<file path="config.mk">
export PLATFORM = sky130hd
export DESIGN_NAME = servo_angle_pulse_command_unit
export DESIGN_NICKNAME = d
export VERILOG_FILES = /design/src/rtl/svpc_pkg.sv /design/src/rtl/svpc_front.sv /design/src/rtl/svpc_queue.sv /design/src/rtl/svpc_back.sv /design/src/rtl/servo_angle_pulse_command_unit.sv
export SDC_FILE = /design/constraint.sdc
export NUM_CORES = 1
export LEC_CHECK = 0
export ABC_AREA = 1
export BUFFER_PORTS_ARGS = -buffer_cell sky130_fd_sc_hd__buf_2
export CAP_MARGIN = 20
export CORE_UTILIZATION = 58
export DETAILED_ROUTE_END_ITERATION = 10
export HOLD_SLACK_MARGIN = 0.1
export PLACE_DENSITY = 0.82
export SYNTH_ARGS = -nofsm -noshare
export SYNTH_HDL_FRONTEND = slang
export SYNTH_HIERARCHICAL = 1
export SYNTH_SLANG_ARGS = --single-unit
</file>
<file path="constraint.sdc">
create_clock -name clock -period 7.6 [get_ports clock]
set_input_delay 1.14 -clock clock [delete_from_list [all_inputs] [get_ports clock]]
set_output_delay 1.14 -clock clock [all_outputs]
set_load 0.1 [all_outputs]
</file>
<file path="src/rtl/svpc_pkg.sv">
// shared types, constants and command byte table for the servo pulse command unit
package svpc_pkg;

   localparam int PULSE_W     = 14;
   localparam int NUM_CH      = 4;
   localparam int CH_W        = 2;
   localparam int ANGLE_W     = 9;
   localparam int CSR_INDEX_W = 3;
   localparam int CMD_LEN     = 24;
   localparam int IDX_W       = 5;
   localparam int QUEUE_DEPTH_DEFAULT = 2;

   // n / 45 as (n * RECIP45) >> RECIP45_SHIFT, exact for n below 2**21
   localparam logic [22:0] RECIP45       = 23'd5965233;
   localparam int          RECIP45_SHIFT = 28;
   // v / 10 as (v * RECIP10) >> RECIP10_SHIFT, exact for v below 2**14
   localparam logic [15:0] RECIP10       = 16'd52429;
   localparam int          RECIP10_SHIFT = 19;

   localparam logic [7:0] ASCII_CR    = 8'h0D;
   localparam logic [7:0] ASCII_LF    = 8'h0A;
   localparam logic [7:0] ASCII_ZERO  = 8'h30;
   localparam logic [7:0] ASCII_NUL   = 8'h00;
   localparam logic [7:0] ASCII_SPACE = 8'h20;
   localparam logic [7:0] ASCII_HASH  = 8'h23;
   localparam logic [7:0] ASCII_P     = 8'h50;
   localparam logic [7:0] ASCII_S     = 8'h53;
   localparam logic [7:0] ASCII_ONE   = 8'h31;
   localparam logic [7:0] ASCII_LT    = 8'h3C;
   localparam logic [7:0] ASCII_C     = 8'h63;
   localparam logic [7:0] ASCII_R     = 8'h72;
   localparam logic [7:0] ASCII_GT    = 8'h3E;

   typedef struct packed {
      logic [PULSE_W-1:0] at_min;
      logic [PULSE_W-1:0] at_max;
   } svpc_pair_type;

   localparam svpc_pair_type PAIR_RESET [NUM_CH] = '{
      '{at_min: 14'd593,  at_max: 14'd2396},
      '{at_min: 14'd770,  at_max: 14'd1500},
      '{at_min: 14'd2439, at_max: 14'd649},
      '{at_min: 14'd2416, at_max: 14'd626}
   };

   typedef struct packed {
      logic [CH_W-1:0]   channel;
      logic [3:0][3:0]   digit;     // digit[3] thousands .. digit[0] units
   } svpc_cmd_type;

   typedef struct packed {
      logic full;
      logic empty;
   } svpc_qstat_type;

   typedef enum logic [2:0] {
      F_IDLE,
      F_MUL,
      F_DIV,
      F_SUM,
      F_DIGIT,
      F_PUSH
   } svpc_front_state_type;

   function automatic logic [7:0] cmd_byte(input logic [IDX_W-1:0] idx,
                                           input svpc_cmd_type cmd);
      logic [7:0] b;
      unique case (idx)
         5'd0:    b = ASCII_CR;
         5'd1:    b = ASCII_LF;
         5'd2:    b = ASCII_HASH;
         5'd3:    b = ASCII_ZERO + {6'd0, cmd.channel};
         5'd4:    b = ASCII_SPACE;
         5'd5:    b = ASCII_P;
         5'd6:    b = ASCII_ZERO + {4'd0, cmd.digit[3]};
         5'd7:    b = ASCII_ZERO + {4'd0, cmd.digit[2]};
         5'd8:    b = ASCII_ZERO + {4'd0, cmd.digit[1]};
         5'd9:    b = ASCII_ZERO + {4'd0, cmd.digit[0]};
         5'd10:   b = ASCII_SPACE;
         5'd11:   b = ASCII_S;
         5'd12:   b = ASCII_ONE;
         5'd13:   b = ASCII_ZERO;
         5'd14:   b = ASCII_ZERO;
         5'd15:   b = ASCII_ZERO;
         5'd16:   b = ASCII_SPACE;
         5'd17:   b = ASCII_LT;
         5'd18:   b = ASCII_C;
         5'd19:   b = ASCII_R;
         5'd20:   b = ASCII_GT;
         5'd21:   b = ASCII_CR;
         5'd22:   b = ASCII_LF;
         default: b = ASCII_NUL;
      endcase
      return b;
   endfunction

endpackage

</file>
<file path="src/rtl/svpc_front.sv">
// front end: config registers, angle clamp, pulse mapping and decimal digit split
module svpc_front (
   input  logic                               clock,
   input  logic                               reset,
   input  logic                               csr_wen,
   input  logic [svpc_pkg::CSR_INDEX_W-1:0]   csr_index,
   input  logic [svpc_pkg::PULSE_W-1:0]       csr_wdata,
   input  logic                               in_valid,
   output logic                               in_ready,
   input  logic [svpc_pkg::CH_W-1:0]          in_channel,
   input  logic signed [svpc_pkg::ANGLE_W-1:0] in_angle,
   output logic                               push,
   output svpc_pkg::svpc_cmd_type             push_data,
   input  svpc_pkg::svpc_qstat_type           qstat
);
   import svpc_pkg::*;

   svpc_pair_type         pair_ff [NUM_CH];
   svpc_front_state_type  state_ff, state_in;
   logic [1:0]            cnt_ff, cnt_in;

   logic [CH_W-1:0]            ch_ff;
   logic [7:0]                 a_ff;
   logic [PULSE_W-1:0]         p0_ff;
   logic signed [PULSE_W:0]    d_ff;
   logic                       half_ff;
   logic signed [23:0]         prod_ff;
   logic                       neg_ff;
   logic [43:0]                qprod_ff;
   logic [PULSE_W-1:0]         val_ff;
   logic [3:0][3:0]            dig_ff;

   logic                       accept;
   logic [7:0]                 a_in;
   logic signed [ANGLE_W:0]    ang_ext;
   logic signed [ANGLE_W:0]    ang_shift;
   svpc_pair_type              sel_pair;
   logic [22:0]                mag;
   logic [20:0]                div_n;
   logic [PULSE_W-1:0]         quo;
   logic signed [PULSE_W+1:0]  pulse_sum;
   logic [29:0]                d10_prod;
   logic [PULSE_W-1:0]         d10_q;
   logic [PULSE_W-1:0]         d10_r;

   always_ff @(posedge clock) begin
      if (reset) begin
         for (int i = 0; i < NUM_CH; i++) pair_ff[i] <= PAIR_RESET[i];
      end else if (csr_wen) begin
         if (csr_index[0]) begin
            pair_ff[csr_index[CSR_INDEX_W-1:1]].at_max <= csr_wdata;
         end else begin
            pair_ff[csr_index[CSR_INDEX_W-1:1]].at_min <= csr_wdata;
         end
      end
   end

   assign accept    = in_valid && in_ready;
   assign sel_pair  = pair_ff[in_channel];
   assign ang_ext   = {in_angle[ANGLE_W-1], in_angle};
   assign ang_shift = ang_ext + 10'sd90;

   // clamp to the channel range and offset from its low end
   always_comb begin
      unique case (in_channel)
         2'd0: begin
            if (in_angle < 0)            a_in = 8'd0;
            else if (in_angle > 9'sd180) a_in = 8'd180;
            else                         a_in = in_angle[7:0];
         end
         2'd1: begin
            if (in_angle < 0)            a_in = 8'd0;
            else if (in_angle > 9'sd90)  a_in = 8'd90;
            else                         a_in = in_angle[7:0];
         end
         default: begin
            if (in_angle < -9'sd90)      a_in = 8'd0;
            else if (in_angle > 9'sd90)  a_in = 8'd180;
            else                         a_in = ang_shift[7:0];
         end
      endcase
   end

   assign mag       = neg_ff ? 23'(-prod_ff) : prod_ff[22:0];
   assign div_n     = half_ff ? mag[21:1] : mag[22:2];
   assign quo       = qprod_ff[RECIP45_SHIFT+PULSE_W-1:RECIP45_SHIFT];
   assign pulse_sum = neg_ff ? $signed({2'b00, p0_ff}) - $signed({2'b00, quo})
                             : $signed({2'b00, p0_ff}) + $signed({2'b00, quo});
   assign d10_prod  = val_ff * RECIP10;
   assign d10_q     = PULSE_W'(d10_prod[29:RECIP10_SHIFT]);
   assign d10_r     = val_ff - ({d10_q[PULSE_W-4:0], 3'b000} + {d10_q[PULSE_W-2:0], 1'b0});

   always_ff @(posedge clock) begin
      if (reset) begin
         state_ff <= F_IDLE;
         cnt_ff   <= 2'd0;
      end else begin
         state_ff <= state_in;
         cnt_ff   <= cnt_in;
      end
   end

   always_comb begin
      state_in = state_ff;
      cnt_in   = cnt_ff;
      in_ready = 1'b0;
      push     = 1'b0;
      unique case (state_ff)
         F_IDLE: begin
            in_ready = 1'b1;
            if (in_valid) state_in = F_MUL;
         end
         F_MUL: state_in = F_DIV;
         F_DIV: state_in = F_SUM;
         F_SUM: begin
            state_in = F_DIGIT;
            cnt_in   = 2'd0;
         end
         F_DIGIT: begin
            cnt_in = cnt_ff + 2'd1;
            if (cnt_ff == 2'd3) state_in = F_PUSH;
         end
         F_PUSH: begin
            if (!qstat.full) begin
               push     = 1'b1;
               state_in = F_IDLE;
            end
         end
         default: state_in = F_IDLE;
      endcase
   end

   always_ff @(posedge clock) begin
      if (accept) begin
         ch_ff   <= in_channel;
         a_ff    <= a_in;
         p0_ff   <= sel_pair.at_min;
         d_ff    <= $signed({1'b0, sel_pair.at_max}) - $signed({1'b0, sel_pair.at_min});
         half_ff <= (in_channel == 2'd1);
      end
      if (state_ff == F_MUL) begin
         prod_ff <= 24'(d_ff * $signed({1'b0, a_ff}));
         neg_ff  <= d_ff[PULSE_W];
      end
      if (state_ff == F_DIV) qprod_ff <= div_n * RECIP45;
      if (state_ff == F_SUM) val_ff <= pulse_sum[PULSE_W-1:0];
      if (state_ff == F_DIGIT) begin
         dig_ff[cnt_ff] <= d10_r[3:0];
         val_ff         <= d10_q;
      end
   end

   assign push_data.channel = ch_ff;
   assign push_data.digit   = dig_ff;

endmodule

</file>
<file path="src/rtl/svpc_queue.sv">
// short command queue between front end and byte serializer
module svpc_queue #(
   parameter int DEPTH = svpc_pkg::QUEUE_DEPTH_DEFAULT
) (
   input  logic                      clock,
   input  logic                      reset,
   input  logic                      push,
   input  svpc_pkg::svpc_cmd_type    push_data,
   input  logic                      pop,
   output svpc_pkg::svpc_cmd_type    pop_data,
   output svpc_pkg::svpc_qstat_type  qstat
);
   import svpc_pkg::*;

   localparam int PTR_W = (DEPTH > 1) ? $clog2(DEPTH) : 1;
   localparam int CNT_W = $clog2(DEPTH + 1);

   svpc_cmd_type      mem_ff [DEPTH];
   logic [PTR_W-1:0]  wr_ff, wr_in;
   logic [PTR_W-1:0]  rd_ff, rd_in;
   logic [CNT_W-1:0]  count_ff, count_in;

   always_comb begin
      wr_in    = wr_ff;
      rd_in    = rd_ff;
      count_in = count_ff;
      if (push) wr_in = (wr_ff == PTR_W'(DEPTH - 1)) ? '0 : wr_ff + PTR_W'(1);
      if (pop)  rd_in = (rd_ff == PTR_W'(DEPTH - 1)) ? '0 : rd_ff + PTR_W'(1);
      if (push && !pop)      count_in = count_ff + CNT_W'(1);
      else if (pop && !push) count_in = count_ff - CNT_W'(1);
   end

   always_ff @(posedge clock) begin
      if (reset) begin
         wr_ff    <= '0;
         rd_ff    <= '0;
         count_ff <= '0;
      end else begin
         wr_ff    <= wr_in;
         rd_ff    <= rd_in;
         count_ff <= count_in;
      end
   end

   always_ff @(posedge clock) begin
      if (push) mem_ff[wr_ff] <= push_data;
   end

   assign pop_data    = mem_ff[rd_ff];
   assign qstat.full  = (count_ff == CNT_W'(DEPTH));
   assign qstat.empty = (count_ff == '0);

endmodule

</file>
<file path="src/rtl/svpc_back.sv">
// back end: serializes one queued command into 24 bytes
module svpc_back (
   input  logic                      clock,
   input  logic                      reset,
   input  svpc_pkg::svpc_cmd_type    pop_data,
   input  svpc_pkg::svpc_qstat_type  qstat,
   output logic                      pop,
   output logic                      out_valid,
   input  logic                      out_ready,
   output logic [7:0]                out_byte,
   output logic                      out_last
);
   import svpc_pkg::*;

   localparam logic [IDX_W-1:0] LAST_IDX = IDX_W'(CMD_LEN - 1);

   logic              busy_ff, busy_in;
   logic [IDX_W-1:0]  idx_ff, idx_in;
   svpc_cmd_type      cmd_ff;
   logic              beat_done;

   assign beat_done = busy_ff && out_ready;
   assign pop       = !qstat.empty && (!busy_ff || (beat_done && idx_ff == LAST_IDX));

   always_comb begin
      busy_in = busy_ff;
      idx_in  = idx_ff;
      if (pop) begin
         busy_in = 1'b1;
         idx_in  = '0;
      end else if (beat_done) begin
         if (idx_ff == LAST_IDX) busy_in = 1'b0;
         idx_in = idx_ff + IDX_W'(1);
      end
   end

   always_ff @(posedge clock) begin
      if (reset) begin
         busy_ff <= 1'b0;
         idx_ff  <= '0;
      end else begin
         busy_ff <= busy_in;
         idx_ff  <= idx_in;
      end
   end

   always_ff @(posedge clock) begin
      if (pop) cmd_ff <= pop_data;
   end

   assign out_valid = busy_ff;
   assign out_byte  = cmd_byte(idx_ff, cmd_ff);
   assign out_last  = (idx_ff == LAST_IDX);

endmodule

</file>
<file path="src/rtl/servo_angle_pulse_command_unit.sv">
// top level of the servo angle to pulse width command unit
//
// req channel: one beat carries a servo channel and a signed angle in degrees.
// the angle is clamped to the channel range, mapped linearly between the two
// pulse endpoints of that channel and turned into a 24 byte ascii move
// command that leaves on the rsp channel one byte per beat, tlast on the
// final nul byte.
// csr port: csr_wen writes csr_wdata into the endpoint register csr_index.
// write only while no command is in flight; the block does not enforce this.
// path: a req beat passes the front end mul, div, sum, digit and push states,
// the queue and the byte serializer, which sets the throughput; the front end
// takes one beat at a time and runs ahead by up to the queue depth.
// reset: all endpoints return to their defaults and the queue empties.
// when rsp_tready is low the current byte holds; the queue then fills and
// req_tready drops until the serializer takes the next command.
module servo_angle_pulse_command_unit #(
   parameter int QUEUE_DEPTH = svpc_pkg::QUEUE_DEPTH_DEFAULT
) (
   input  logic                              clock,
   input  logic                              reset,
   input  logic                              csr_wen,
   input  logic [svpc_pkg::CSR_INDEX_W-1:0]  csr_index,
   input  logic [svpc_pkg::PULSE_W-1:0]      csr_wdata,
   input  logic                              req_tvalid,
   output logic                              req_tready,
   input  logic [15:0]                       req_tdata,   // channel, angle_deg
   output logic                              rsp_tvalid,
   input  logic                              rsp_tready,
   output logic [7:0]                        rsp_tdata,   // out_byte
   output logic                              rsp_tlast
);
   import svpc_pkg::*;

   logic            push;
   logic            pop;
   svpc_cmd_type    push_data;
   svpc_cmd_type    pop_data;
   svpc_qstat_type  qstat;

   svpc_front u_front (
      .clock      (clock),
      .reset      (reset),
      .csr_wen    (csr_wen),
      .csr_index  (csr_index),
      .csr_wdata  (csr_wdata),
      .in_valid   (req_tvalid),
      .in_ready   (req_tready),
      .in_channel (req_tdata[1:0]),
      .in_angle   ($signed(req_tdata[10:2])),
      .push       (push),
      .push_data  (push_data),
      .qstat      (qstat)
   );

   svpc_queue #(
      .DEPTH (QUEUE_DEPTH)
   ) u_queue (
      .clock     (clock),
      .reset     (reset),
      .push      (push),
      .push_data (push_data),
      .pop       (pop),
      .pop_data  (pop_data),
      .qstat     (qstat)
   );

   svpc_back u_back (
      .clock     (clock),
      .reset     (reset),
      .pop_data  (pop_data),
      .qstat     (qstat),
      .pop       (pop),
      .out_valid (rsp_tvalid),
      .out_ready (rsp_tready),
      .out_byte  (rsp_tdata),
      .out_last  (rsp_tlast)
   );

endmodule

</file>
==> results.txt, run 1 <==
run status = finished clean
minimum clock period = 7090 ps
later-pin clock latency in the skew report = 600 ps
ant diodes = 0
post-CTS resize count = 0
crit-path most repeated cell = nand2_1
area of the multi-input gates = 18300 um2
worst min-delay path category = flip-flop to flip-flop
effective utilization at floorplan = 58.7%
post-DR wirelength/cell = 16.1 um
area of all sequential standard cells = 8520 um2
Post-Synthesis Cells = 3471
kind of end point of the critical path = flip-flop
cell area after synthesis = 30000 um2
largest net degree at the start of global routing = 41
syn_nets = 4144
CP required = 7900 ps
delay contributed by the slowest stage of the critical path = 530 ps
post-detail-place hpwl = 55400 um
die width = 230 um
share of the cycle needed by the critical path after routing = 93.3%
setup repair after global routing missed its margin = no
Max-Slew Margin vs Limit = 35.2%
number of max-slew violations in the final report = 0
DRC violation total after the first TritonRoute iteration = 1575
largest buffer count on any clock path = 3
CTS tree = yes
global placer's final weighted congestion = 0.945
number of enable-type register cells in the synthesized netlist = 271
Final setup violation count = 0
overall overflow remaining after global route = 0
cell with the largest stage delay on the worst path = fa_1
most used flip-flop cell after synthesis = edfxtp_1
all-layer global routing usage = 26.2%
Yosys warnings = 6
Sinks on Clock Net = 290
first-pass GRT wire length = 111000 um
nets = 4173
count of fill cells added during filler insertion = 4243
ys async rst share = 0%
final count of hold timing violations = 0
die area = 52700 um2
count of state elements after synthesis = 290
number of remaining DRC errors = 0
total wire length after detailed routing = 67700 um
Num CTS Buffers = 30
summed negative setup slack over all endpoints = 0 ps
detailed-route via count = 22600
Avg Cell Area, Syn = 8.66 um2
Critical Setup Path Class = flip-flop to flip-flop
maximum fanout encountered on the critical timing path = 4
antenna-violating nets left = 0
upper clock frequency limit = 141 MHz
number of distinct library cell variants in the gate-level netlist after synthesis = 59
via density per instance = 5.37
number of H-tree branching levels = 1
clock root buffer = clkbuf_16
data arrival time of the critical path = 7390 ps
number of global-route vias before repair = 22700
number of hold buffers added after CTS = 0
die height = 230 um
post-synthesis sequential area ratio = 28.3%
floorplan row count = 83
I/O Pins = 49
worst slew pin tran = 971 ps
Core Footprint = 51200 um2
layout-stage area growth over the synthesis result = 6.47%
count of port buffers added during placement = 42
post-CTS clock slew at the launch and capture registers of the worst setup and hold paths = 60 ps
number of violations of the max-capacitance limit = 0
Startpoint Class = flip-flop
initial antenna violation count = 0
final clock skew = 54.0 ps
fraction of final layout cells with drive strength greater than 1 = 5.71%
count of buffers added by post-CTS timing repair for setup = 0
First-pass DRT Iterations = 6
cells in the mapped netlist, types with 7 or more instances:
library cell | number | area share, %
nor2_1 | 293 | 3.7
clkbuf_1 | 41 | 0.51
inv_1 | 775 | 9.7
edfxtp_1 | 271 | 27
nand2_2 | 8 | 0.17
nand4_1 | 42 | 0.87
o211ai_1 | 10 | 0.25
o21ai_0 | 124 | 2.1
nand3_1 | 137 | 2.3
nand2_1 | 653 | 8.2
a31oi_1 | 17 | 0.35
dfxtp_1 | 19 | 1.3
or2_2 | 27 | 0.56
a22oi_1 | 14 | 0.35
o21ai_1 | 12 | 0.20
nor2_2 | 12 | 0.25
inv_2 | 9 | 0.11
mux2_4 | 10 | 0.50
a21o_1 | 11 | 0.27
ha_1 | 365 | 15
and2_1 | 9 | 0.19
a22o_1 | 14 | 0.41
mux2_2 | 8 | 0.30
buf_2 | 14 | 0.23
xor2_1 | 53 | 1.5
a21boi_0 | 7 | 0.17
fa_1 | 270 | 18
xnor2_1 | 28 | 0.82
o21bai_1 | 13 | 0.32
nor3_1 | 23 | 0.38
nand3b_1 | 10 | 0.25
a21oi_1 | 111 | 1.8
critical path: cells and delay by family (launching register included):
kind / cells / cell delay (ps)
xor gates and xnor gates: 1 / 180
adders and majority gates: 8 / 3450
and+or+nand+nor: 10 / 1340
buffers and inverters: 6 / 400
AOI/OAI and AO/OA: 4 / 970
DFF: 1 / 430
final timing paths:
kind	startpoint	endpoint	slack [ps]	cells past startpoint
setup / recovery	u_front/prod_ff[4]$_DFFE_PP_	u_front/qprod_ff[35]$_DFFE_PP_	510	29
hold / removal	u_front/push_data[9]$_DFFE_PP_	u_queue/mem_ff[0][9]$_DFFE_PP_	440	0
setup reg to reg	u_front/prod_ff[4]$_DFFE_PP_	u_front/qprod_ff[35]$_DFFE_PP_	510	29
hold reg to reg	u_front/push_data[9]$_DFFE_PP_	u_queue/mem_ff[0][9]$_DFFE_PP_	440	0
metrics by stage:
stage          area (um2)  util, %  cells  hold WS [ps]  worst slack [ps]
3_3_place_gp        31000     60.5   4146           423               657
5_1_grt             32000     62.5   4200           456               105
2_1_floorplan       30000        -   3471           421              1240
3_5_place_dp        31000     60.5   4146           431               609
6_report            32000     62.5   4200           439               509
4_1_cts             32000     62.4   4198           438               558
logic make-up after synthesis:
group | Yosys count | synth area share [%]
compound gates | 355 | 6.81
xor+xnor | 82 | 2.42
fa+ha+maj | 635 | 33.2
buf+inv | 848 | 10.8
flops | 290 | 28.3
mux | 18 | 0.799
other cells | 1 | 0.0125
simple gates | 1242 | 17.6
cells in the final DEF, fill, tap and decap left out, types with 7 or more instances in the layout:
cell type	synthesis	layout
edfxtp_1	271	271
buf_2	14	42
a21boi_0	7	7
a22o_1	14	14
clkbuf_16	0	30
o21ai_1	12	12
o21bai_1	13	13
or2_2	27	27
inv_1	775	775
buf_4	4	16
nand3b_1	10	10
a22oi_1	14	14
inv_2	9	9
nand2_2	8	8
a31oi_1	17	17
and2_1	9	9
nand3_1	137	137
nor2_1	293	291
xor2_1	53	53
nor3_1	23	21
o211ai_1	10	10
nand4_1	42	42
mux2_2	8	8
a21o_1	11	11
fa_1	270	270
o21ai_0	124	124
dfxtp_1	19	19
xnor2_1	28	28
nor2_2	12	13
mux2_4	10	10
ha_1	365	365
a21oi_1	111	111
nand2_1	653	653
registers in the layout (all words and copies together) (netlist names), named ones only:
register and cells:
u_front/pair_ff 112, u_front/qprod_ff 14, u_queue/mem_ff 36, u_front/state_ff 3, u_front/val_ff 14, u_queue/wr_ff 1
u_front/prod_ff 23, u_back/idx_ff 5, u_front/d_ff 15, u_front/neg_ff 1, u_front/ch_ff 2, u_front/cnt_ff 2
u_front/p0_ff 14, u_back/out_valid 1, u_queue/rd_ff 1, u_front/push_data 16, u_queue/count_ff 2, u_front/a_ff 8
u_back/cmd_ff 18, u_front/half_ff 1
area by class of cell:
type,count,area share (%)
clock inverters,17,0.708
flip-flops and latches,290,26.6
well taps,680,2.66
repair buffers,60,1.13
clock buffers,35,2.44
multi-input cells,2333,57.2
inverters,785,9.22
per-layer routing:
layer / GRT usage, % / up-vias / routed length (um)
met4: 8.17 / 0 / 2100
li1: - / 11000 / -
met2: 45.2 / 666 / 32800
met3: 3.25 / 129 / 3720
met5: 0 / - / 0
met1: 34.2 / 10700 / 29100
Power of run 1 is left out: the tool's default activity adds up to more than one toggle a clock period on the data nets, which glitch-free logic cannot reach.
==> run 2: changes to the inputs <==
--- a/config.mk
+++ b/config.mk
@@ -9,6 +9,7 @@
 export BUFFER_PORTS_ARGS = -buffer_cell sky130_fd_sc_hd__buf_2
 export CAP_MARGIN = 20
 export CORE_UTILIZATION = 58
+export CTS_CLUSTER_SIZE = 40
 export DETAILED_ROUTE_END_ITERATION = 10
 export HOLD_SLACK_MARGIN = 0.1
 export PLACE_DENSITY = 0.82
==> constraint.sdc (replaced) <==
create_clock -name clock -period 7.5 [get_ports clock]
set_input_delay 1.125 -clock clock [delete_from_list [all_inputs] [get_ports clock]]
set_output_delay 1.125 -clock clock [all_outputs]
set_load 0.1 [all_outputs]
==> results.txt, run 2 (synthesized netlist as in run 1, its figures left out) <==
effective utilization at floorplan = 58.7%
delay contributed by the slowest stage of the critical path = 530 ps
number of H-tree branching levels = 1
largest buffer count on any clock path = 3
ant diodes = 0
Num CTS Buffers = 31
die height = 230 um
leading registers by flop count = u_front/pair_ff (112), u_queue/mem_ff (36), u_front/prod_ff (23)
most common library cell in the layout ignoring fill and taps = inv_1
final count of hold timing violations = 0
Max-Slew Margin vs Limit = 34.1%
register-to-register path setup slack = 470 ps
count of buffers added by post-CTS timing repair for setup = 0
Final setup violation count = 0
First-pass DRT Iterations = 6
cell with the largest stage delay on the worst path = fa_1
largest net degree at the start of global routing = 41
setup repair after global routing missed its margin = no
first-pass GRT wire length = 111000 um
Largest register FFs = 112
Sinks on Clock Net = 290
DR WL met2 = 33000 um
detailed-route via count = 22800
die width = 230 um
number of hold buffers added after CTS = 0
worst slew pin tran = 988 ps
share of the cycle needed by the critical path after routing = 93.7%
clock root buffer = clkbuf_16
I/O Pins = 49
Core Footprint = 51200 um2
overall overflow remaining after global route = 0
via density per instance = 5.41
later-pin clock latency in the skew report = 600 ps
count of fill cells added during filler insertion = 4179
summed negative setup slack over all endpoints = 0 ps
CP required = 7830 ps
post-detail-place hpwl = 55500 um
all-layer global routing usage = 26.3%
total wire length after detailed routing = 68100 um
final clock skew = 27.2 ps
post-CTS clock slew at the launch and capture registers of the worst setup and hold paths = 60 ps
fraction of final layout cells with drive strength greater than 1 = 5.70%
Top Layer Used = met4
worst min-delay path category = flip-flop to flip-flop
Reg with most FFs = u_front/pair_ff
top library cells by usage in the layout, fill and taps aside = inv_1 (775), nand2_1 (653), ha_1 (365)
crit-path most repeated cell = inv_1
post-CTS resize count = 0
floorplan row count = 83
global placer's final weighted congestion = 0.931
DRC violation total after the first TritonRoute iteration = 1660
nets = 4174
met1 wire length = 28700 um
number of max-slew violations in the final report = 0
Startpoint Class = flip-flop
Critical Setup Path Class = flip-flop to flip-flop
layout-stage area growth over the synthesis result = 6.52%
initial antenna violation count = 0
data arrival time of the critical path = 7360 ps
kind of end point of the critical path = flip-flop
upper clock frequency limit = 142 MHz
Hold Worst Slack = 438 ps
number of global-route vias before repair = 22700
die area = 52700 um2
run status = finished clean
CTS tree = yes
number of remaining DRC errors = 0
post-DR wirelength/cell = 16.2 um
count of port buffers added during placement = 42
length of routed met3 wiring = 3980 um
maximum fanout encountered on the critical timing path = 5
antenna-violating nets left = 0
number of violations of the max-capacitance limit = 0
minimum clock period = 7030 ps
[run 2: worst max-delay path: cells and delay by family, from the launching register on]
kind | cells | cell delay, ps
adders and majority gates | 8 | 3370
AOI/OAI and AO/OA | 5 | 1090
and+or+nand+nor | 8 | 1010
buffers and inverters | 8 | 720
DFF | 1 | 400
xor gates and xnor gates | 1 | 180
[run 2: stage by stage]
stage / util, % / worst slack, ps / std cells / area [um2]
global placement: 60.5 / 564 / 4146 / 31000
detailed placement: 60.5 / 541 / 4146 / 31000
floorplan: - / 1140 / 3471 / 30000
finish: 62.5 / 473 / 4205 / 32000
CTS: 62.5 / 515 / 4203 / 32000
global route: 62.5 / 21.1 / 4205 / 32000
[run 2: final timing paths]
kind	startpoint	end	cells after the start
setup / recovery	u_front/prod_ff[2]$_DFFE_PP_	u_front/qprod_ff[35]$_DFFE_PP_	30
setup reg to reg	u_front/prod_ff[2]$_DFFE_PP_	u_front/qprod_ff[35]$_DFFE_PP_	30
hold reg to reg	u_front/push_data[8]$_DFFE_PP_	u_queue/mem_ff[1][8]$_DFFE_PP_	0
hold / removal	u_front/push_data[8]$_DFFE_PP_	u_queue/mem_ff[1][8]$_DFFE_PP_	0
[run 2: cell type report]
| class | instances | area (um2) | share of cell area, % |
|---|---|---|---|
| inverters | 785 | 2950 | 9.21 |
| clock buffers | 36 | 795 | 2.48 |
| flip-flops and latches | 290 | 8520 | 26.6 |
| well taps | 680 | 851 | 2.66 |
| repair buffers | 60 | 362 | 1.13 |
| multi-input cells | 2333 | 18300 | 57.2 |
| clock inverters | 21 | 225 | 0.704 |
[run 2: metal layers]
layer,vias up,GRT usage (%)
met5,-,0
li1,11100,-
met4,0,9.38
met1,10800,34.4
met2,776,45.0
met3,144,2.85
Power of run 2 is left out for the same reason.
